File: src/sv/lcpt_pkg.sv
`timescale 1ns / 1ps
// Shared types, widths and helpers for the light cone point test block.
// No dependencies; imported by every module of the block.
package lcpt_pkg;

    localparam int COORD_BITS    = 20;
    localparam int COS_FRAC_BITS = 14;
    localparam int COS_BITS      = COS_FRAC_BITS + 2;
    localparam int RAD_BITS      = COORD_BITS - 1;
    localparam int DELTA_BITS    = COORD_BITS + 1;
    localparam int SQ_BITS       = 2 * DELTA_BITS;
    localparam int PROD_BITS     = DELTA_BITS + COS_BITS;
    localparam int DOT_BITS      = PROD_BITS + 2;
    localparam int IN_SQ_BITS    = 2 * RAD_BITS;
    // inside the radius |dot| < 2^RAD_BITS * 2^(COS_BITS-1) * sqrt(3)
    localparam int DMAG_BITS     = RAD_BITS + COS_BITS + 1;
    localparam int CMAG_BITS     = COS_FRAC_BITS + 1;
    localparam int M_BITS        = CMAG_BITS + RAD_BITS;
    localparam int C2_BITS       = 2 * COS_FRAC_BITS + 1;
    localparam int ROOT_BITS     = COS_FRAC_BITS + 1;
    localparam int BIT_IDX_BITS  = $clog2(ROOT_BITS);
    localparam int CFG_IDX_BITS  = 3;
    localparam int CFG_DATA_BITS = 3 * COS_BITS;
    localparam int S_TDATA_BITS  = ((3 * COORD_BITS + 7) / 8) * 8;
    localparam int M_TDATA_BITS  = 8;
    localparam int Q_DEPTH       = 8;
    localparam int Q_PTR_BITS    = $clog2(Q_DEPTH);
    localparam int Q_CNT_BITS    = Q_PTR_BITS + 1;
    localparam int FRONT_STAGES  = 4;
    localparam int INFL_BITS     = $clog2(FRONT_STAGES + 1);
    localparam int DM_LO         = DMAG_BITS / 2;
    localparam int DM_HI         = DMAG_BITS - DM_LO;
    localparam int D2_LO         = IN_SQ_BITS / 2;
    localparam int D2_HI         = IN_SQ_BITS - D2_LO;
    localparam int LHS_BITS      = C2_BITS + IN_SQ_BITS;
    localparam int RHS_BITS      = 2 * DMAG_BITS;
    localparam int CMP_BITS      = (LHS_BITS > RHS_BITS) ? LHS_BITS : RHS_BITS;

    localparam logic signed [COS_BITS-1:0] COS_ONE = COS_BITS'(1) <<< COS_FRAC_BITS;
    localparam logic signed [COS_BITS-1:0] COS_MINUS_ONE = -COS_ONE;
    localparam logic [C2_BITS-1:0] COS_ONE_SQ = C2_BITS'(1) << (2 * COS_FRAC_BITS);

    typedef enum logic [CFG_IDX_BITS-1:0] {
        REG_OMNI   = 3'd0,
        REG_ORG_X  = 3'd1,
        REG_ORG_Y  = 3'd2,
        REG_ORG_Z  = 3'd3,
        REG_RADIUS = 3'd4,
        REG_AXIS   = 3'd5,
        REG_OUTER  = 3'd6,
        REG_ROT    = 3'd7
    } cfg_reg_t;

    typedef enum logic [1:0] {
        CS_IDLE,
        CS_LOAD,
        CS_ROOT,
        CS_MUL
    } cone_state_t;

    typedef struct packed {
        logic                          omni;
        logic signed [COORD_BITS-1:0]  org_x;
        logic signed [COORD_BITS-1:0]  org_y;
        logic signed [COORD_BITS-1:0]  org_z;
        logic [RAD_BITS-1:0]           radius;
        logic signed [COS_BITS-1:0]    ax;
        logic signed [COS_BITS-1:0]    ay;
        logic signed [COS_BITS-1:0]    az;
        logic signed [COS_BITS-1:0]    cos_a;
        logic signed [COS_BITS-1:0]    cos_b;
        logic signed [COS_BITS-1:0]    cos_c;
        logic                          busy;
    } light_cfg_t;

    typedef struct packed {
        logic                  decided;
        logic                  dval;
        logic [DMAG_BITS-1:0]  dmag;
        logic [IN_SQ_BITS-1:0] dist2;
    } q_item_t;

    function automatic logic signed [COS_BITS-1:0] sat_cos(input logic [COS_BITS-1:0] v);
        logic signed [COS_BITS-1:0] s;
        s = $signed(v);
        if (s > COS_ONE) begin
            return COS_ONE;
        end else if (s < COS_MINUS_ONE) begin
            return COS_MINUS_ONE;
        end
        return s;
    endfunction

endpackage

File: src/sv/lcpt_cfg.sv
`timescale 1ns / 1ps
// Configuration registers and the cone cosine sequencer (bit-serial square roots).
// Depends on lcpt_pkg.
module lcpt_cfg (
    input  logic                              aclk,
    input  logic                              aresetn,
    input  logic                              cfg_valid,
    input  logic [lcpt_pkg::CFG_IDX_BITS-1:0]  cfg_index,
    input  logic [lcpt_pkg::CFG_DATA_BITS-1:0] cfg_data,
    output lcpt_pkg::light_cfg_t              light
);
    import lcpt_pkg::*;

    logic                         omni_reg;
    logic [COORD_BITS-1:0]        org_x_reg, org_y_reg, org_z_reg;
    logic [RAD_BITS-1:0]          radius_reg;
    logic [3*COS_BITS-1:0]        axis_reg;
    logic [COS_BITS-1:0]          outer_reg, rot_reg;

    cone_state_t                  state_reg, state_next;
    logic [BIT_IDX_BITS-1:0]      bit_reg;
    logic [ROOT_BITS-1:0]         root0_reg, root1_reg;
    logic [C2_BITS-1:0]           va0_reg, va1_reg;
    logic signed [COS_BITS-1:0]   c_reg;

    logic                         start;
    logic signed [COS_BITS-1:0]   cos_a, cos_b;
    logic signed [2*COS_BITS-1:0] sq_a, sq_b, p_ab, x_sum, x_rnd, x_shift;
    logic [ROOT_BITS-1:0]         bit_mask, trial0, trial1;
    logic [2*ROOT_BITS-1:0]       t0_sq, t1_sq, p_s;

    assign start = cfg_valid && (cfg_reg_t'(cfg_index) == REG_OUTER ||
                                 cfg_reg_t'(cfg_index) == REG_ROT);

    always_ff @(posedge aclk) begin
        if (!aresetn) begin
            omni_reg   <= 1'b0;
            org_x_reg  <= '0;
            org_y_reg  <= '0;
            org_z_reg  <= '0;
            radius_reg <= '0;
            axis_reg   <= '0;
            outer_reg  <= COS_ONE;
            rot_reg    <= COS_ONE;
        end else if (cfg_valid) begin
            case (cfg_reg_t'(cfg_index))
                REG_OMNI:   omni_reg   <= cfg_data[0];
                REG_ORG_X:  org_x_reg  <= cfg_data[COORD_BITS-1:0];
                REG_ORG_Y:  org_y_reg  <= cfg_data[COORD_BITS-1:0];
                REG_ORG_Z:  org_z_reg  <= cfg_data[COORD_BITS-1:0];
                REG_RADIUS: radius_reg <= cfg_data[RAD_BITS-1:0];
                REG_AXIS:   axis_reg   <= cfg_data[3*COS_BITS-1:0];
                REG_OUTER:  outer_reg  <= cfg_data[COS_BITS-1:0];
                REG_ROT:    rot_reg    <= cfg_data[COS_BITS-1:0];
                default: ;
            endcase
        end
    end

    always_comb begin
        cos_a    = sat_cos(outer_reg);
        cos_b    = sat_cos(rot_reg);
        sq_a     = cos_a * cos_a;
        sq_b     = cos_b * cos_b;
        bit_mask = ROOT_BITS'(1) << bit_reg;
        trial0   = root0_reg | bit_mask;
        trial1   = root1_reg | bit_mask;
        t0_sq    = trial0 * trial0;
        t1_sq    = trial1 * trial1;
        p_ab     = cos_a * cos_b;
        p_s      = root0_reg * root1_reg;
        x_sum    = p_ab - $signed({{(2*COS_BITS-2*ROOT_BITS){1'b0}}, p_s});
        x_rnd    = x_sum + $signed((2*COS_BITS)'(1) << (COS_FRAC_BITS - 1));
        x_shift  = x_rnd >>> COS_FRAC_BITS;
    end

    always_ff @(posedge aclk) begin
        if (!aresetn) begin
            state_reg <= CS_IDLE;
        end else begin
            state_reg <= state_next;
        end
    end

    always_comb begin
        state_next = state_reg;
        case (state_reg)
            CS_IDLE: state_next = start ? CS_LOAD : CS_IDLE;
            CS_LOAD: state_next = start ? CS_LOAD : CS_ROOT;
            CS_ROOT: begin
                if (start) begin
                    state_next = CS_LOAD;
                end else if (bit_reg == '0) begin
                    state_next = CS_MUL;
                end
            end
            CS_MUL:  state_next = start ? CS_LOAD : CS_IDLE;
            default: state_next = CS_IDLE;
        endcase
    end

    // sqrt(1 - a*a) and sqrt(1 - b*b), one result bit per cycle, MSB first, then cos_c from them
    always_ff @(posedge aclk) begin
        if (!aresetn) begin
            c_reg <= COS_ONE;
        end else begin
            case (state_reg)
                CS_LOAD: begin
                    va0_reg   <= COS_ONE_SQ - sq_a[C2_BITS-1:0];
                    va1_reg   <= COS_ONE_SQ - sq_b[C2_BITS-1:0];
                    root0_reg <= '0;
                    root1_reg <= '0;
                    bit_reg   <= BIT_IDX_BITS'(ROOT_BITS - 1);
                end
                CS_ROOT: begin
                    if (t0_sq <= {1'b0, va0_reg}) root0_reg <= trial0;
                    if (t1_sq <= {1'b0, va1_reg}) root1_reg <= trial1;
                    bit_reg <= bit_reg - 1'b1;
                end
                CS_MUL:  c_reg <= x_shift[COS_BITS-1:0];
                default: ;
            endcase
        end
    end

    always_comb begin
        light.omni   = omni_reg;
        light.org_x  = $signed(org_x_reg);
        light.org_y  = $signed(org_y_reg);
        light.org_z  = $signed(org_z_reg);
        light.radius = radius_reg;
        light.ax     = $signed(axis_reg[COS_BITS-1:0]);
        light.ay     = $signed(axis_reg[2*COS_BITS-1:COS_BITS]);
        light.az     = $signed(axis_reg[3*COS_BITS-1:2*COS_BITS]);
        light.cos_a  = cos_a;
        light.cos_b  = cos_b;
        light.cos_c  = c_reg;
        light.busy   = (state_reg != CS_IDLE) || start;
    end

endmodule

File: config.mk
export PLATFORM = sky130hd
export DESIGN_NAME = lcpt_cfg
export DESIGN_NICKNAME = d
export VERILOG_FILES = /design/src/sv/lcpt_pkg.sv /design/src/sv/lcpt_cfg.sv
export SDC_FILE = /design/constraint.sdc
export NUM_CORES = 2
export LEC_CHECK = 0
export BUFFER_PORTS_ARGS = -buffer_cell sky130_fd_sc_hd__buf_2
export CORE_ASPECT_RATIO = 0.9
export CORE_MARGIN = 2
export CORE_UTILIZATION = 30
export CTS_CLUSTER_SIZE = 12
export DETAILED_ROUTE_END_ITERATION = 8
export GPL_TIMING_DRIVEN = 0
export PLACE_DENSITY = 0.49
export SETUP_SLACK_MARGIN = 0.3
export SYNTH_ARGS = -nofsm -noshare
export SYNTH_HDL_FRONTEND = slang
export SYNTH_SLANG_ARGS = --single-unit
File: constraint.sdc
create_clock -name aclk -period 12.05 [get_ports aclk]
set_input_delay 1.205 -clock aclk [delete_from_list [all_inputs] [get_ports aclk]]
set_output_delay 1.205 -clock aclk [all_outputs]
set_load 0.05 [all_outputs]
== After elaboration in Yosys (flattened, before gate mapping) ==
Cells that the tools add are included.
Storage, ports and cells
  bits in registers: 270
  latch bits: 0
  RAM bits: 0
  memory bits (read-only): 0
  output and inout bits: 177
  word-level logic and storage cells: 89
  memories kept: 0
Operators by class
  $add $sub $neg: 5
  multiply operators: 6
  div/mod/pow operators: 0
  $lt $le $gt $ge: 6
  equality and inequality tests: 13
  shift operators: 1
  mux-type cells: 20
  bitwise operators: 2
  reduce and logical (&&, ||, !) cells: 21
Operator list (number)
  $mux 16: 6
  $mul 15x15->30: 3
  $le 30x29->1: 2
  $pmux 15 s2: 2
  $mul 16x16->29: 2
  $sub 29x29->29 const A: 2
  $gt 16x16->1 const B: 2
  $lt 16x15->1 const B: 2
  $add 30x15->30 const B: 1
  $mul 16x16->30: 1
  $mux 15: 2
  $or 15x15->15: 2
  $sub 30x30->30: 1
  $reduce_and 2->1: 10
  $shl 1x4->15 const A: 1
  $eq 3x3->1 const B: 4
  $pmux 4 s2: 1
  $eq 3x2->1 const B: 2
  $mux 2: 3
  $pmux 2 s3: 1
  $reduce_and 3->1: 2
  $mux 1: 5
  $eq 2x2->1 const B: 2
  $logic_not 4->1: 1
  11 further kinds: 14

== Logic depth before layout (Yosys ltp) ==
  depth in word-level cells: 7
  mapped depth: 39
  depth with buffers taken out: 37

== Worst setup path before layout ==
OpenSTA, ideal clock, no wires.
  path type: register to register
  start point: reg bit_reg[1]
  end point: reg root0_reg[0], enable pin
  setup time: 408 ps
  arrival: 8769 ps
  path slack: 2873 ps
  cell stages (with the launch flop): 35
  path buffers: 2
  clock period less this slack: 9177 ps
  cell sequence: edfxtp_1 > inv_1 > ha_1 > clkbuf_1 > a21o_1 > clkbuf_1 > clkinv_1 > nor2_1 > inv_1 > fa_1 > fa_1 > inv_1 > fa_1 > fa_1 > fa_1 > inv_1 > fa_1 > inv_1 > ha_1 > and3_1 > o2111ai_1 > nand3b_1 > a31oi_1 > o21ai_0 > nand2b_1 > nand2_1 > a211o_1 > o21ba_2 > xnor2_1 > ha_1 > and4_1 > nand4_1 > nor4_1 > o311ai_0 > o21ai_0
Between the ends
  longest elaborated chain between the ends: 6
Ends and longest elaborated chain
  from (decl): RTL line lcpt_cfg.sv:21  | logic [BIT_IDX_BITS-1:0] bit_reg;
  from (signal assigned): RTL line lcpt_cfg.sv:113  | bit_reg <= BIT_IDX_BITS'(ROOT_BITS - 1);
  from (signal assigned): RTL line lcpt_cfg.sv:118  | bit_reg <= bit_reg - 1'b1;
  $shl 1x4->15: RTL line lcpt_cfg.sv:65  | bit_mask = ROOT_BITS'(1) << bit_reg;
  $or 15x15->15: RTL line lcpt_cfg.sv:66  | trial0 = root0_reg | bit_mask;
  $mul 15x15->30: RTL line lcpt_cfg.sv:68  | t0_sq = trial0 * trial0;
  $le 30x29->1: RTL line lcpt_cfg.sv:116  | if (t0_sq <= {1'b0, va0_reg}) root0_reg <= trial0;
  $ne 2x2->1 (no line)
  $reduce_and 3->1 (no line)
  to (signal assigned): RTL line lcpt_cfg.sv:116
  to (decl): RTL line lcpt_cfg.sv:22  | logic [ROOT_BITS-1:0] root0_reg, root1_reg;
No other way between the ends.
A chain may end at the register's enable or synchronous reset.

== Final worst setup path ==
  start point: reg bit_reg[1]
  end point: reg root0_reg[2], enable pin
Same word-level chain as after synthesis.

==> impl_metrics.json <==
{
  "critical_path.reg2reg.startpoint": "bit_reg[1]",
  "hold_path.startpoint": "axis_reg[43]",
  "area_of_the_multi_input_gates_mm2": 0.0437,
  "finClkSkew_ps": 39.6,
  "routed-via-count": 41100,
  "cts_resized": 0,
  "cts.sinks": 268,
  "flip_flop_count_of_the_largest_register_after_layout": 48,
  "rsz0062_at_grt": "false",
  "final_hold_viol_count": 0,
  "power.density_cell_area_mw_per_mm2": 67.5,
  "syn-mean-instance-area_um2": 9.11,
  "initialDrtViolationCount": 2395,
  "status": "finished, final reports clean",
  "area_of_the_core_region_mm2": 0.188,
  "finalMaxSlewViolations": 0,
  "setup.worst_path.start": "bit_reg[1]",
  "ys_dominant_reg_cell": "dfxtp_1",
  "ys_types": 72,
  "clock.fmax_ghz": 0.0911,
  "slowest_stage": "o21ai_1",
  "worstSkewPairLatency_ps": 620,
  "tightestPinTransition_ps": 1250,
  "irDropWorstVdd_mv": 0.101,
  "count_of_antenna_violating_nets_left_after_detailed_routing": 0,
  "synthArstFlopShare_pct": 0,
  "grt_first_pass_wirelength_um": 278000,
  "worst_hold_slack_ps": 460,
  "holdBufCountCts": 0,
  "synth.ff_latch_count": 268,
  "layout-area-overhead-vs-synth_pct": 9.89,
  "ys_top_cells_by_count": "inv_1 (1502), fa_1 (1167), nand2_1 (910)",
  "first_global_vias": 44900,
  "drive_gt1_share_pct": 4.97,
  "synthesis.instances": 6210,
  "drt_wl_total_um": 179000,
  "drcViolationCount": 0,
  "nFillCells": 19700,
  "starting_density_of_the_core_pct": 30.1,
  "timing.max_slew.rel_slack_pct": 16.1,
  "cts.repair_timing.setup_buffer_count": 0,
  "first_pass_iters": 5,
  "placement_rows": 151,
  "synth_fp_nets": 8002,
  "synth_largest_area_cell": "fa_1",
  "post-place-ws_ps": 1070,
  "finalNetCount": 8271,
  "setup_tns_ps": 0,
  "max_stage_delay_ps": 740,
  "clock_tree_from_tritoncts": "done",
  "clk_pin_slew_ps": 70,
  "gp_routability_congestion": 0.921,
  "clockBufferDepth": 3,
  "post_drt_via_cell_ratio": 4.55,
  "clock_tree.root_cell": "clkbuf_16",
  "synth_warnings": 0,
  "globalRoute.totalOverflow": 0,
  "cell_area_synth_mm2": 0.0566,
  "worst-setup-path-type": "reg2reg",
  "synthMostInstantiatedCell": "inv_1",
  "cap_violations": 0,
  "placed_area_mm2": 0.0609,
  "chipWidth_um": 462,
  "cp_data_arrival_time_ps": 11280,
  "final_core_utilization_pct": 33.1,
  "fin_crit_sh_pct": 91.1,
  "min_path_type": "reg2reg",
  "startpoint_type": "flip-flop",
  "tritoncts.num_buffers": 37,
  "crit_path_max_fanout": 10,
  "buffers_added_on_ports": 227,
  "die_height_um": 416,
  "cts_max_level": 2,
  "synth_area_leaders": "fa_1 (41%), ha_1 (13%), inv_1 (10%)",
  "maximum_number_of_pins_on_one_net_before_global_route_repair": 31,
  "leakagePower_uw": 0.0318,
  "fp.dieArea_mm2": 0.192,
  "dp_hpwl_um": 154000,
  "grt.total_usage_pct": 19.1,
  "synth.top_cell.area_share_pct": 41.3,
  "setup.worst_path.end_class": "flip-flop",
  "ys_seq_area_share_pct": 11.1,
  "layout.area.seq_mm2": 0.00627,
  "critPathMostFrequentCell": "fa_1",
  "stdcell_area_mm2": 0.0622,
  "wire_per_inst_um": 19.8,
  "num_io_pins": 231,
  "grt_antenna_before_repair": 7,
  "timing.final.crit_period_ps": 10980,
  "final-setup-viol-count": 0,
  "number_of_synthesized_flops_with_an_enable_pin": 90,
  "setup_slack_ps": 1070,
  "critical_path_required_ps": 12360
}
[final cells by class]
cell class,count,area share (%)
clock inverters,13,0.304
well taps,2524,5.08
plain buffers,234,1.46
multi-input cells,4189,70.3
diodes,2,0.00805
inverters,1519,9.17
repair buffers,230,1.90
flip-flops and latches,268,10.1
clock buffers,52,1.71
[where the power goes]
group,internal (uW),total (uW),leakage [uW],switching (uW)
combinational,781,2040,0.0289,1260
sequential,988,997,0.00225,9.19
clock,670,1160,0.000613,489
total,2440,4200,0.0318,1760
[path summary, 6_finish.rpt]
path	endpoint	slack, ps	cells after the start
max	root0_reg[2]	1070	33
min	axis_reg[43]	460	2
min reg2reg	axis_reg[43]	460	2
max reg2reg	root0_reg[2]	1070	33
[routing by layer]
layer	global-route usage, %	wire length (um)	vias to the layer above
met4	4.15	4190	2
met2	31.3	83000	1073
li1	-	-	19100
met5	0	7	-
met1	26.6	81200	20800
met3	2.96	10300	168
[kinds of logic (layout without fill, tap and decap cells)]
logic type | after synthesis | count (layout) | synth area share [%]
AND/OR/NAND/NOR | 1696 | 1696 | 13.5
buffers and inverters | 1753 | 2048 | 11.7
AO/OA/AOI/OAI | 542 | 542 | 6.46
other | 0 | 2 | 0
adder cells (fa/ha/maj) | 1738 | 1738 | 53.9
XOR/XNOR | 200 | 200 | 3.10
flip-flops | 268 | 268 | 11.1
multiplexers | 13 | 13 | 0.237
[layout by cell type, fill, tap and decap left out, types with 34 or more instances in the layout]
cell type / count
nand2b_1: 45
clkbuf_16: 37
xor2_1: 38
inv_1: 1502
o21ai_0: 64
nand3_1: 34
dfxtp_1: 178
fa_1: 1167
nor2b_1: 41
a21oi_1: 126
ha_1: 571
and2_1: 234
nor2_1: 264
buf_2: 235
a21o_1: 52
clkbuf_1: 208
a21boi_0: 160
nand2_1: 910
and3_1: 81
xnor2_1: 162
edfxtp_1: 90
[through the flow]
stage / total power (uW) / instances
3_3_place_gp: 3010 / 8961
6_report: 4200 / 9031
5_1_grt: 4470 / 9029
3_5_place_dp: 3030 / 8964
4_1_cts: 4210 / 9029
2_1_floorplan: 2400 / 6210
[critical path: cells and delay by family (launching register included)]
family | cells | cell delay [ps]
buf+inv | 9 | 2260
fa+ha+maj | 9 | 3830
xor+xnor | 1 | 170
simple gates | 4 | 870
compound gates | 10 | 3090
flops | 1 | 450
(Power assumes the default switching activity.)
