===== config.mk =====
export PLATFORM = sky130hd
export DESIGN_NAME = lcpt_queue
export DESIGN_NICKNAME = d
export VERILOG_FILES = /design/src/sv/lcpt_pkg.sv /design/src/sv/lcpt_queue.sv
export SDC_FILE = /design/constraint.sdc
export NUM_CORES = 1
export LEC_CHECK = 0
export ABC_AREA = 1
export BUFFER_PORTS_ARGS = -buffer_cell sky130_fd_sc_hd__buf_4
export CAP_MARGIN = 20
export CORE_MARGIN = 5
export CORE_UTILIZATION = 50
export CTS_BUF_LIST = sky130_fd_sc_hd__clkbuf_8
export DETAILED_ROUTE_END_ITERATION = 6
export PLACE_DENSITY = 0.67
export SYNTH_ARGS = -nofsm -noshare
export SYNTH_HDL_FRONTEND = slang
export SYNTH_SLANG_ARGS = --single-unit

===== constraint.sdc =====
create_clock -name aclk -period 10.9 [get_ports aclk]
set_clock_uncertainty 0.2 [all_clocks]
set_input_delay 2.18 -clock aclk [delete_from_list [all_inputs] [get_ports aclk]]
set_output_delay 2.18 -clock aclk [all_outputs]
set_load 0.03 [all_outputs]

===== src/sv/lcpt_pkg.sv =====
`timescale 1ns / 1ps
// Shared types, widths and helpers for the light cone point test block.
// No dependencies; imported by every module of the block.
package lcpt_pkg;

    localparam int COORD_BITS    = 20;
    localparam int COS_FRAC_BITS = 14;
    localparam int COS_BITS      = COS_FRAC_BITS + 2;
    localparam int RAD_BITS      = COORD_BITS - 1;
    localparam int DELTA_BITS    = COORD_BITS + 1;
    localparam int SQ_BITS       = 2 * DELTA_BITS;
    localparam int PROD_BITS     = DELTA_BITS + COS_BITS;
    localparam int DOT_BITS      = PROD_BITS + 2;
    localparam int IN_SQ_BITS    = 2 * RAD_BITS;
    // inside the radius |dot| < 2^RAD_BITS * 2^(COS_BITS-1) * sqrt(3)
    localparam int DMAG_BITS     = RAD_BITS + COS_BITS + 1;
    localparam int CMAG_BITS     = COS_FRAC_BITS + 1;
    localparam int M_BITS        = CMAG_BITS + RAD_BITS;
    localparam int C2_BITS       = 2 * COS_FRAC_BITS + 1;
    localparam int ROOT_BITS     = COS_FRAC_BITS + 1;
    localparam int BIT_IDX_BITS  = $clog2(ROOT_BITS);
    localparam int CFG_IDX_BITS  = 3;
    localparam int CFG_DATA_BITS = 3 * COS_BITS;
    localparam int S_TDATA_BITS  = ((3 * COORD_BITS + 7) / 8) * 8;
    localparam int M_TDATA_BITS  = 8;
    localparam int Q_DEPTH       = 8;
    localparam int Q_PTR_BITS    = $clog2(Q_DEPTH);
    localparam int Q_CNT_BITS    = Q_PTR_BITS + 1;
    localparam int FRONT_STAGES  = 4;
    localparam int INFL_BITS     = $clog2(FRONT_STAGES + 1);
    localparam int DM_LO         = DMAG_BITS / 2;
    localparam int DM_HI         = DMAG_BITS - DM_LO;
    localparam int D2_LO         = IN_SQ_BITS / 2;
    localparam int D2_HI         = IN_SQ_BITS - D2_LO;
    localparam int LHS_BITS      = C2_BITS + IN_SQ_BITS;
    localparam int RHS_BITS      = 2 * DMAG_BITS;
    localparam int CMP_BITS      = (LHS_BITS > RHS_BITS) ? LHS_BITS : RHS_BITS;

    localparam logic signed [COS_BITS-1:0] COS_ONE = COS_BITS'(1) <<< COS_FRAC_BITS;
    localparam logic signed [COS_BITS-1:0] COS_MINUS_ONE = -COS_ONE;
    localparam logic [C2_BITS-1:0] COS_ONE_SQ = C2_BITS'(1) << (2 * COS_FRAC_BITS);

    typedef enum logic [CFG_IDX_BITS-1:0] {
        REG_OMNI   = 3'd0,
        REG_ORG_X  = 3'd1,
        REG_ORG_Y  = 3'd2,
        REG_ORG_Z  = 3'd3,
        REG_RADIUS = 3'd4,
        REG_AXIS   = 3'd5,
        REG_OUTER  = 3'd6,
        REG_ROT    = 3'd7
    } cfg_reg_t;

    typedef enum logic [1:0] {
        CS_IDLE,
        CS_LOAD,
        CS_ROOT,
        CS_MUL
    } cone_state_t;

    typedef struct packed {
        logic                          omni;
        logic signed [COORD_BITS-1:0]  org_x;
        logic signed [COORD_BITS-1:0]  org_y;
        logic signed [COORD_BITS-1:0]  org_z;
        logic [RAD_BITS-1:0]           radius;
        logic signed [COS_BITS-1:0]    ax;
        logic signed [COS_BITS-1:0]    ay;
        logic signed [COS_BITS-1:0]    az;
        logic signed [COS_BITS-1:0]    cos_a;
        logic signed [COS_BITS-1:0]    cos_b;
        logic signed [COS_BITS-1:0]    cos_c;
        logic                          busy;
    } light_cfg_t;

    typedef struct packed {
        logic                  decided;
        logic                  dval;
        logic [DMAG_BITS-1:0]  dmag;
        logic [IN_SQ_BITS-1:0] dist2;
    } q_item_t;

    function automatic logic signed [COS_BITS-1:0] sat_cos(input logic [COS_BITS-1:0] v);
        logic signed [COS_BITS-1:0] s;
        s = $signed(v);
        if (s > COS_ONE) begin
            return COS_ONE;
        end else if (s < COS_MINUS_ONE) begin
            return COS_MINUS_ONE;
        end
        return s;
    endfunction

endpackage


===== src/sv/lcpt_queue.sv =====
`timescale 1ns / 1ps
// Short FIFO of classified items between the front and back pipelines, registered read.
// Depends on lcpt_pkg.
module lcpt_queue (
    input  logic                            aclk,
    input  logic                            aresetn,
    input  logic                            push,
    input  lcpt_pkg::q_item_t               wr_item,
    input  logic                            pop,
    output lcpt_pkg::q_item_t               rd_item,
    output logic [lcpt_pkg::Q_CNT_BITS-1:0]  count
);
    import lcpt_pkg::*;

    q_item_t                mem [Q_DEPTH];
    q_item_t                rd_item_reg;
    logic [Q_PTR_BITS-1:0]  wr_ptr_reg, rd_ptr_reg;
    logic [Q_CNT_BITS-1:0]  count_reg;

    always_ff @(posedge aclk) begin
        if (push) begin
            mem[wr_ptr_reg] <= wr_item;
        end
    end

    // popped entry lands in the read register in the cycle after the pop
    always_ff @(posedge aclk) begin
        if (pop) begin
            rd_item_reg <= mem[rd_ptr_reg];
        end
    end

    always_ff @(posedge aclk) begin
        if (!aresetn) begin
            wr_ptr_reg <= '0;
            rd_ptr_reg <= '0;
            count_reg  <= '0;
        end else begin
            if (push) wr_ptr_reg <= wr_ptr_reg + 1'b1;
            if (pop)  rd_ptr_reg <= rd_ptr_reg + 1'b1;
            count_reg <= count_reg + Q_CNT_BITS'(push) - Q_CNT_BITS'(pop);
        end
    end

    assign rd_item = rd_item_reg;
    assign count   = count_reg;

endmodule


After elaboration in Yosys (flattened, before gate mapping)
Memory sizes are Yosys's and may differ from the RTL's. A register that Yosys moved wholly into a read port is not among the register bits.
Index checks and enable logic that the tools add are counted.
{"block": "word_totals", "regBits": 10, "mem_bits_rw": 608, "in_bits": 80, "out_inout_bits": 80, "wordCells": 10, "n_memories": 1}
{"name": "mem", "words": 8, "word_bits": 76, "read_ports": 1, "rd_clocked_by_memory_dff": 1, "write_ports": 1, "line": "lcpt_queue.sv:15", "text": "q_item_t mem [Q_DEPTH];"}
{"block": "op_classes", "addsub": 4, "muxes": 2}
{"op": "$add 3x1->3 const B", "count": 2}
{"op": "$add 4x1->4", "count": 1}
{"op": "$sub 4x1->4", "count": 1}
{"op": "$mux 1", "count": 2}

Longest topological paths before layout
Gate-level depths: netlist of run 1.
{"block": "depth", "word_depth": 2, "depth_mapped": 9, "mapped_depth_nobuf": 9}

Least setup slack after synthesis of run 1
No wires, ideal clock.
{"block": "synth_timing", "kind": "input to register", "startpoint": "in push", "endpoint": "mem mem[0][0] (netlist name), enable pin", "setup_ps": 511, "arrival_ps": 5721, "required_time_ps": 10189, "setup_slack_ps": 4469, "stages": 3, "path_buffers": 0, "path_cell_list": "inv_1 > or2_2 > nor2_1"}
{"block": "synth_via", "elab_chain_len": 2}
{"item": "start, declared", "line": "lcpt_queue.sv:7", "text": "input logic push,"}
{"item": "$mux 1", "line": "lcpt_queue.sv:21", "text": "if (push) begin"}
{"item": "$mux 1 (implied by the code)", "line": "lcpt_queue.sv:22", "text": "mem[wr_ptr_reg] <= wr_item;"}
{"item": "end, declared", "line": "lcpt_queue.sv:15"}
No other way between the ends.

Worst setup path in the final report of run 1
{"block": "layout_timing", "startpoint": "in push", "endpoint": "mem mem[0][18] (netlist name), enable pin"}
Same word-level chain as after synthesis.

==> results list, run 1 <==
- Final weighted congestion of routability-driven global placement: approximately 0.76
- Number of resized instances in the post-cts repair step: 0
* Number of violations of the max-capacitance limit: 0
- Entering global routing, the biggest net connects around 130 pins.
* Drt drc: 0
- The detailed router placed 18581 vias in this run.
* Total Nets Final: 3039
- For the pin with the worst max-slew slack, the measured transition is 1.130 ns.
* Total of fill cells in the finished design: about 4800
- Global routing finished with a remaining overflow of 0.
- The analysis attributes to cell leakage a power of roughly 15 nW.
- Post-route setup TNS: 0 ns
- For this configuration, the core starts out at a cell density of 0.5066.
* Hold Path Cell Cnt: 2
- Kind of path behind the tightest hold check: reg2reg
* Area leader, netlist: sky130_fd_sc_hd__edfxtp_1
- TritonCTS built the clock tree.
- Outcome: completed
- Synthesized netlist cell count: approximately 2800
- The final number of hold-violating endpoints was 0.
- Area contributors post-synth: sky130_fd_sc_hd__edfxtp_1, sky130_fd_sc_hd__nand2_1, sky130_fd_sc_hd__inv_1
- In this run, synthesis inferred 684 flip-flops with an integrated enable.
* Register-to-register setup slack: a little under 7 ns
- Across every metal layer, demand over resource in global routing totals 0.1987.
- In this run the tool buffered the top-level ports with 159 buffer cells.
- After clock tree synthesis, the flow added hold-fix buffers numbering 0.
- The netlist uses 18 different library cells.
- Antenna violations before repair: 9
* Setup repair after global routing missed its margin: no
- The most common cell in the synthesized netlist is sky130_fd_sc_hd__nand2_1.
- The floorplan step set the die height to ~250 µm.
- Relative to the synthesized area, the layout overhead comes to 13.08%.
- Total Routed Length: around 63000 µm
- Total of flip-flops plus latches after synthesis: just under 700
- After clock tree synthesis, the clock-pin slew on the worst setup and hold paths is around 0.060 ns.
- Worst-path fanout max: 48
- On the final layout, the worst hold slack is between 0.3 and 0.4 ns.
* Max Root-Sink Buffers: 3
- In the final layout, the share of cells above drive strength 1 is 0.1083.
- The number of pins exceeding their max-slew limit in the final report came to 0.
* Latest clock arrival within the worst-skew pair: approximately 0.72 ns
- In this run the critical register-to-register path is launched from rd_ptr_reg[0].
- For hold timing, the worst endpoint is wr_ptr_reg[0].
- The via count of the first global-routing pass came to approximately 19000.
* Crit path kind: in2reg
* Compound-cell area share of the yosys netlist: 0.002393
- DIE WIDTH: approximately 250 µm
* Die area: ~0.064 mm²
- After synthesis, the share of cell area in mux cells is 0.
- The wire-length estimate of the detail-placed layout is around 34000 µm.
- Yosys top cell area share: 0.7014
* Period utilisation layout: 0.3894
- Number of cell rows: 88
* Number of placed I/O pins: 160
- Arrival time reported for the critical path endpoint: approximately 4.4 ns
- Worst setup EP type: register
- Post-synthesis simple-gate area fraction: 0.1825
* Maximum frequency from static timing analysis: ~240 MHz
- Largest family of logic cells by synthesized area: simple AND/OR/NAND/NOR gates
- Max IR drop VDD: approximately 0.00013 V
* Count of routing violations after the opening detailed-route iteration: 1368
- Core box area: around 0.058 mm²
- At the worst endpoint, the required time is roughly 11 ns.
- Of the total synthesized cell area, the portion taken by XOR and XNOR cells is 0.
* Netlist area before placement: a little under 0.03 mm²
- The first global-routing pass estimated 100300 µm of wire.
* Worst Min Path Start: wr_ptr_reg[0]
* Capture instance of the worst register-to-register path: rd_item[21]
- Number of setup buffers added after CTS: 0
- Of all flip-flops after synthesis, the portion carrying an async set or reset was 0.
* CTS Buf Count: 110
- Counting instances in the post-synthesis netlist gives the leading cell types as sky130_fd_sc_hd__nand2_1, sky130_fd_sc_hd__edfxtp_1, sky130_fd_sc_hd__inv_1.
* Avg Inst Size Synth: 10.54 µm²
- Wirelength per Cell: between 15 and 20 µm
- Number of failing setup endpoints in the final timing report: 0
- The register with the most flip-flops in the layout has ~610 of them.
- The H-tree was split into 3 levels.
- The pre-antenna-repair detailed-routing pass consisted of 5 iterations.
* Part of the Yosys area used for sequential elements: 0.7082
- Most common flop cell mapped by yosys: sky130_fd_sc_hd__edfxtp_1
* CTS sink count: between 600 and 700
- Ys Warns: 0
- Once detail routing completed, the nets flagged for antenna violations numbered 0.
- CTS placed an instance of sky130_fd_sc_hd__clkbuf_8 at the clock tree root.
- The number of cells on the worst reg-to-reg path is 8.
* Net count after synthesis: between 2000 and 3000
- For the finished layout, the period the worst path requires is about 4.2 ns.
* Crit start category: input port
- Headroom to the max-slew limit came out at 0.2469.
- Post-Synth Adder-Cell Area: 0.003247
- In the routed layout, each cell is associated on average with a via count of slightly below 5.
* Total power divided by cell area: roughly 170 mW/mm²
## routing by layer
metal / global-route usage / vias up / share of wire
met5: 0 / - / 0.00068
met2: 0.3352 / 527 / 0.50
met4: 0.06514 / 8 / 0.019
met3: 0.04299 / 107 / 0.064
met1: 0.2592 / 8870 / 0.42
li1: - / 9069 / -
## area by class of cell
class                           instances  area (µm²)  area share
Tap cell                              765       957.2     0.02890
Timing Repair Buffer                  179        1404     0.04239
Inverter                              625        2361     0.07129
Clock buffer                          113        1555     0.04696
Sequential cell                       694       20750      0.6266
Antenna cell                            5       12.51   0.0003778
Multi-Input combinational cell       1342        5570      0.1682
Clock inverter                         85       505.5     0.01526
## through the flow
stage,power (mW),instances,setup WS [ns],util,cell area (µm²)
2_1_floorplan,3.486,2778,4.469,-,29290
3_3_place_gp,3.676,3602,5.943,0.5356,30960
3_5_place_dp,3.690,3604,5.918,0.5366,31020
4_1_cts,5.783,3802,6.674,0.5722,33080
5_1_grt,5.980,3807,6.497,0.5729,33110
6_report,5.727,3808,6.655,0.5729,33120
## layout by cell type (no fill, tap or decap), drive strengths merged
master	synthesis	layout
nand2	1003	1003
bufinv	0	6
inv	624	662
buf	94	179
a21oi	8	8
nor2	11	11
o21ai	6	6
clkbuf	23	113
dfxtp	10	10
fa	1	1
clkinv	1	41
edfxtp	684	684
diode	0	5
nand3	305	305
ha	6	6
clkinvlp	0	1
or2	2	2
## critical path, cell delays in order
cell and delay [ns]:
sky130_fd_sc_hd__buf_4 0.11, sky130_fd_sc_hd__inv_1 0.07, sky130_fd_sc_hd__or2_2 0.39, sky130_fd_sc_hd__nor2_4 0.79
sky130_fd_sc_hd__buf_4 0.78
## power breakdown
part           internal (mW)  leakage, nW  total (mW)  switching [mW]
sequential              3.04         6.35        3.08          0.0410
clock                   1.10         1.19        2.10           0.998
combinational          0.169         7.52       0.551           0.382
## kinds of logic (layout without fill, tap and decap cells)
logic type / Yosys count / count (layout)
other: 0 / 5
DFF: 694 / 694
and+or+nand+nor: 1321 / 1321
buffers and inverters: 742 / 1002
AOI/OAI and AO/OA: 14 / 14
adders and majority gates: 7 / 7
## worst max path at each step
stage                  end           from  slack [ns]  cells past startpoint
3_5_place_dp    mem[0][33]           push        5.92                      5
2_1_floorplan    mem[0][0]           push        4.47                      3
3_3_place_gp    mem[0][35]           push        5.94                      5
6_report        mem[0][18]           push        6.66                      5
4_1_cts         mem[0][18]           push        6.67                      5
5_1_grt        rd_item[19]  rd_ptr_reg[0]        6.50                      8
Note: power is estimated with default switching activity, not from simulation.
==> run 2, diff against run 1 <==
Settings changed: PLACE_DENSITY 0.67 to 0.7.
Clock period 10.9 ns to 3.4 ns, I/O delays scaled along.
==> results list, run 2 (synthesis gave the netlist of run 1 again) <==
* Starting utilization of the core area: 0.5066
* Crit path time final: between 2 and 2.5 ns
- Leading cell types in the layout, fill and taps excluded: sky130_fd_sc_hd__nand2_1, sky130_fd_sc_hd__edfxtp_1, sky130_fd_sc_hd__inv_1
- Leakage power summed over all cells: between 15 and 20 nW
- Register-to-register setup slack: between 1 and 1.5 ns
* Worst setup EP type: register
- In this run the clock root is driven by a sky130_fd_sc_hd__clkbuf_8.
- The critical path ends at rd_item[43].
- Post-Place Cells: between 3000 and 4000
- Number of setup buffers added after CTS: 0
- Number of cell rows: between 80 and 90
- R2R depth: 6
* Outcome: completed
* Period utilisation layout: 0.6969
* Vias in the first global route: between 15000 and 20000
- Wire length of the first global-routing pass: 99530 µm
- Hold Vio Cnt, Final: 0
* Number of buffers and inverters on the critical path: 1
* Final Hold Slack: between 0.05 and 0.06 ns
- From left edge to right edge, the die measures 252.0 µm.
- Post-CTS repair changed the size of 0 cells.
- Crit start category: register
- Commonest non-fill, non-tap cell in the layout: sky130_fd_sc_hd__nand2_1
* TritonCTS clock tree: yes
- The final route contains 19066 vias.
* Relative area change from synthesis to final layout: 15.80%
- The clock drives ~690 sinks.
- The pre-antenna-repair detailed-routing pass consisted of 6 iterations.
* Drt drc: 0
- Measured on the finished design, the core utilization comes to 0.5866.
* Final weighted congestion of routability-driven global placement: 0.7658
- Walking the worst path, the cells encountered are buf_12 -> nand2_1 -> nand3_1 -> nand2_1 -> nand2_1 -> nand2_1.
- STA puts the critical path data required time at roughly 3.6 ns.
- Using the TritonRoute via totals, the vias-per-cell ratio works out to just under 5.
- Launch point of the worst reg-to-reg path: rd_ptr_reg[0]
* Number of violations of the max-capacitance limit: 0
- The worst-case IR drop observed on VDD is roughly 0.00033 V.
* Critical Path Most Common Cell: sky130_fd_sc_hd__nand2_1
* Post-layout instance area: around 0.034 mm²
- 160 I/O pins were placed.
- DP Wirelength: roughly 35000 µm
- The clock tree synthesis step divided the H-tree into 3 levels.
* Finished Layout Cells: around 3900
- In this run the number of cells on the critical path is 6.
- Grouping stages by cell kind, the critical path spends the most delay in buffers and inverters.
* Latest clock arrival within the worst-skew pair: approximately 0.71 ns
* Delay of the slowest critical-path stage: 0.63 ns
- The floorplan step defined a die boundary enclosing around 0.064 mm².
- In this run the power density over the cells is between 500 and 600 mW/mm².
- Measured along the y axis, the die boundary spans 252.0 µm.
- Wirelength per Cell: 16.41 µm
- Based on the critical path, the design can be clocked at up to approximately 420 MHz.
- The final layout contains 3123 nets.
- At the placement stage, the worst setup path has a slack of around 0.76 ns.
* Count of nets left with antenna violations after detail routing: 0
- Setup repair after global routing missed its margin: no
- In this run the worst path has a maximum fanout of approximately 240.
- The detailed router finished its first iteration with 1392 violations.
- CTS Buf Count: roughly 110
- Setup violations remaining at the end of the flow were counted as 0.
- Cell area reported after detailed placement: 0.03123 mm²
* Arrival time reported for the critical path endpoint: 2.60 ns
- Clk pin slew, worst setup/hold paths: around 0.060 ns
- During placement, the flow inserted port buffers numbering roughly 160.
- Transition at the pin with the smallest max-transition slack: between 1 and 1.5 ns
- The worst pin sits at a relative slew slack of 0.1555.
- The initial antenna violation count came to 8.
- Across every metal layer, demand over resource in global routing totals 0.1966.
- Max Root-Sink Buffers: 3
- The number of pins exceeding their max-slew limit in the final report was 0.
* Grt ovf: 0
- Capture instance of the worst register-to-register path: rd_item[43]
- Share of final-layout standard cells stronger than drive strength 1: 0.1068
- Largest net degree at the start of global routing: roughly 240
- Once routing completed, OpenROAD measured the worst setup slack at a little over 1 ns.
- Total Routed Length: about 64000 µm
* Largest register FFs: between 600 and 700
- The critical path is of the reg2reg type.
- The min-delay analysis places its worst path in the category in2reg.
- Timing startpoint of the critical path: rd_ptr_reg[0]
* Slowest library cell on the worst path: sky130_fd_sc_hd__buf_12
- Core box area: a little under 0.06 mm²
## run 2: changes by cell type in the layout (fill, tap and decap cells not counted), sizes merged
cell         delta
bufinv          -5
inv             +7
dlygate4sd3    +74
clkbuf          -3
buf            +12
clkinv          -4
## run 2: report_power, final
group	total, mW	switching (mW)	internal [mW]
combinational	1.91	1.29	0.620
sequential	9.84	0.0950	9.74
clock	6.27	3.17	3.10
## run 2: layer usage
| metal | vias to the layer above | part of all wire | track usage |
|---|---|---|---|
| met5 | - | 0.00053 | 0 |
| met1 | 9127 | 0.42 | 0.2519 |
| met4 | 6 | 0.021 | 0.06994 |
| met3 | 124 | 0.058 | 0.03525 |
| li1 | 9227 | - | - |
| met2 | 582 | 0.50 | 0.3395 |
## run 2: area by class of cell
class	count	area (µm²)
inverters	625	2357
clock buffers	110	1514
flip-flops and latches	694	20750
repair buffers	265	2337
clock inverters	83	411.6
multi-input cells	1342	5570
well taps	765	957.2
fillers	4583	23890
diodes	5	12.51
## run 2: through the flow
stage                     power, mW  TNS, ns
after floorplan               11.17  -449.61
after global routing          18.78        0
after CTS                     18.18        0
final                         18.01        0
after detailed placement      11.86        0
after global placement        11.80        0
## run 2: worst min path at each step
stage,slack (ns),end,depth (start not counted),from
after floorplan,0.27,wr_ptr_reg[0],2,wr_ptr_reg[0]
after global placement,0.28,wr_ptr_reg[0],2,wr_ptr_reg[0]
after detailed placement,0.31,wr_ptr_reg[0],2,wr_ptr_reg[0]
after CTS,0.0009,count[0],3,aresetn
after global routing,0.02,mem[6][39],1,wr_item[39]
final,0.05,mem[2][7],1,wr_item[7]
## run 2: timing repair
action	in CTS	in global routing
setup endpoints to repair	0	0
hold buffers	74	0
hold endpoints to repair	557	0
## run 2: worst reg2reg max path, cell delays in order (launching register included)
cell and delay (ns):
sky130_fd_sc_hd__dfxtp_4 0.39, sky130_fd_sc_hd__buf_12 0.63, sky130_fd_sc_hd__nand2_1 0.49, sky130_fd_sc_hd__nand3_1 0.13
sky130_fd_sc_hd__nand2_1 0.08, sky130_fd_sc_hd__nand2_1 0.09, sky130_fd_sc_hd__nand2_1 0.09
==> run 3, diff against run 2 <==
Settings changed: PLACE_DENSITY 0.7 to 0.67.
Clock period 3.4 ns to 2.2 ns, I/O delays scaled along.
==> results list, run 3 (synthesis gave the netlist of run 1 again) <==
- The flow ran to the end, and the final reports show no timing, DRC or antenna violations.
- STA classifies the critical path endpoint as an output pin.
* Largest net degree at the start of global routing: 98
* Cell breakdown of the critical path: buf_4
- Total power for the finished layout comes to ~28 mW.
* Required arrival time at the worst endpoint: about 1.6 ns
- The clock net in this run drives a total of about 690 sinks.
* Period utilisation layout: 0.9158
- Launch point of the worst reg-to-reg path: rd_ptr_reg[1]
- The total overflow left after global routing is 0.
* Die Y-Extent: around 250 µm
- H-tree Lvls: 3
* CTS Root Buffer Type: sky130_fd_sc_hd__clkbuf_8
- For this run, design rule violations remaining after detail routing come to 0.
- Setup repair after global routing missed its margin: no
* Cell area reported after detailed placement: 0.03173 mm²
* Crit start category: register
- Final weighted congestion of routability-driven global placement: approximately 0.76
- Sequential cell area: roughly 0.021 mm²
- Core box area: slightly below 0.06 mm²
- Vias in the first global route: around 19000
* Number of failing setup endpoints in the final timing report: 0
- Number of buffers and inverters on the critical path: 1
* Total of fill cells in the finished design: ~4600
- Die area: about 0.064 mm²
- The pre-antenna-repair detailed-routing pass consisted of 5 iterations.
- Maximum frequency from static timing analysis: between 400 and 500 MHz
* Latest clock arrival within the worst-skew pair: about 0.71 ns
* Relative area change from synthesis to final layout: 17.81%
- Commonest non-fill, non-tap cell in the layout: sky130_fd_sc_hd__nand2_1
- Number of violations of the max-capacitance limit: 0
* Core occupancy in the finished layout: 0.5969
- The number of pins exceeding their max-slew limit in the final report came to 0.
- Headroom to the max-slew limit came out at 0.6309.
* Count of nets left with antenna violations after detail routing: 0
- Post-CTS repair changed the size of 0 cells.
- Leakage power summed over all cells: between 15 and 20 nW
* Delay of the slowest critical-path stage: approximately 0.46 ns
- Along the worst path, the maximum fanout reaches 1.
- Capture instance of the worst register-to-register path: rd_item[7]
* Register-to-register setup slack: between 0.2 and 0.3 ns
* Largest register FFs: 608
- Crit path time final: between 2 and 2.5 ns
- Timing startpoint of the critical path: rd_item[0]
- Summed over all nets, the half-perimeter wirelength after detailed placement is around 36000 µm.
- Area taken by multi-input logic gates: about 0.0056 mm²
- Count of buffers inserted at the top-level ports: approximately 160
* Kind of path behind the tightest hold check: in2reg
* Share of final-layout standard cells stronger than drive strength 1: 0.1175
- Post-layout instance area: approximately 0.035 mm²
- Transition at the pin with the smallest max-transition slack: ~0.55 ns
- Number of cell rows: 88
- In the global route stage, overall resource usage came out at 0.2047.
* Worst setup path endpoint: rd_item[0]
* Total power divided by cell area: between 800 and 900 mW/mm²
- Dividing the detail-routed wire length by the instance count gives between 15 and 20 µm.
- 160 I/O pins were placed.
* Max Root-Sink Buffers: 3
- Detailed routing inserted a total of 19109 vias.
* Max IR drop VDD: 0.0005062 V
* Ratio of routed vias to standard cells: a little under 5
* Leading cell types in the layout, fill and taps excluded: sky130_fd_sc_hd__nand2_1, sky130_fd_sc_hd__edfxtp_1, sky130_fd_sc_hd__inv_1
- Antenna violations before repair: 7
- Clock-pin slew was measured on the worst setup and hold paths at around 0.060 ns.
- The net count of the finished layout is around 3100.
- Grouping stages by cell kind, the critical path spends the most delay in flip-flops.
- In this run, CTS created clock tree buffers numbering roughly 110.
- Starting utilization of the core area: 0.5066
* Total Routed Length: approximately 65000 µm
- R2R depth: 6
- The critical path is of the reg2out type.
- Slowest library cell on the worst path: sky130_fd_sc_hd__edfxtp_1
* Wire length of the first global-routing pass: about 100000 µm
- The first routing iteration left roughly 1300 violations.
* DIE WIDTH: approximately 250 µm
* Hold Vio Cnt, Final: 0
- TritonCTS built the clock tree.
* Stages on worst setup path: 1
- Data on the critical path arrives at its endpoint at roughly 1.4 ns.
==> run 3: changes by cell type in the layout (fill, tap and decap cells not counted), sizes merged <==
| cell | previous run | this run |
|---|---|---|
| bufinv | 1 | 2 |
| diode | 5 | 6 |
| buf | 191 | 206 |
| clkbuf | 110 | 112 |
| clkinvlp | 1 | 5 |
| inv | 669 | 657 |
| clkinv | 37 | 45 |
| dlygate4sd3 | 74 | 78 |
==> run 3: layer usage <==
metal  up-vias  global-route usage  wire [µm]  part of all wire
met4         4             0.07816       1744             0.027
met1      9098              0.2616      26900              0.41
li1       9279                   -          -                 -
met2       605              0.3516      32390              0.50
met3       123             0.03608       4095             0.063
met5         -                   0         21           0.00032
==> run 3: layout make-up <==
cell class                 count  area share
clock inverter                84     0.01266
multi-input combinational   1342      0.1626
antenna                        6   0.0004352
inverter                     625     0.06876
tap                          765     0.02774
sequential                   694      0.6016
timing repair buffer         284     0.08160
clock buffer                 112     0.04468
==> run 3: metrics by stage <==
| stage | setup slack (ns) | instances | TNS [ns] | hold WS (ns) |
|---|---|---|---|---|
| final | 0.1853 | 3912 | 0 | 0.1628 |
| after global routing | 0.09719 | 3909 | 0 | 0.1332 |
| after CTS | 0.1172 | 3906 | 0 | 0.09713 |
| after detailed placement | 0.08891 | 3632 | 0 | 0.3232 |
| after global placement | 0.05858 | 3632 | 0 | 0.3133 |
| after floorplan | -0.3178 | 2778 | -108.29 | 0.2974 |
==> run 3: power by group <==
part	internal, mW	switching, mW
registers	15.1	0.157
logic	1.04	2.00
clock network	4.97	4.94
total	21.1	7.09
==> run 3: how the worst min path moves through the flow <==
stage                        startpoint             to  slack [ns]  cells past startpoint
after CTS                           pop       count[1]         0.1                      4
after global routing                pop       count[1]        0.13                      4
final                               pop       count[1]        0.16                      4
after detailed placement  wr_ptr_reg[2]  wr_ptr_reg[2]        0.32                      2
after floorplan           wr_ptr_reg[0]  wr_ptr_reg[0]        0.30                      2
after global placement    wr_ptr_reg[0]  wr_ptr_reg[0]        0.31                      2
==> run 3: repair_timing <==
action | CTS | global route
hold endpoints to repair | 619 | 0
buffers inserted | 0 | 0
hold buffers | 78 | 0
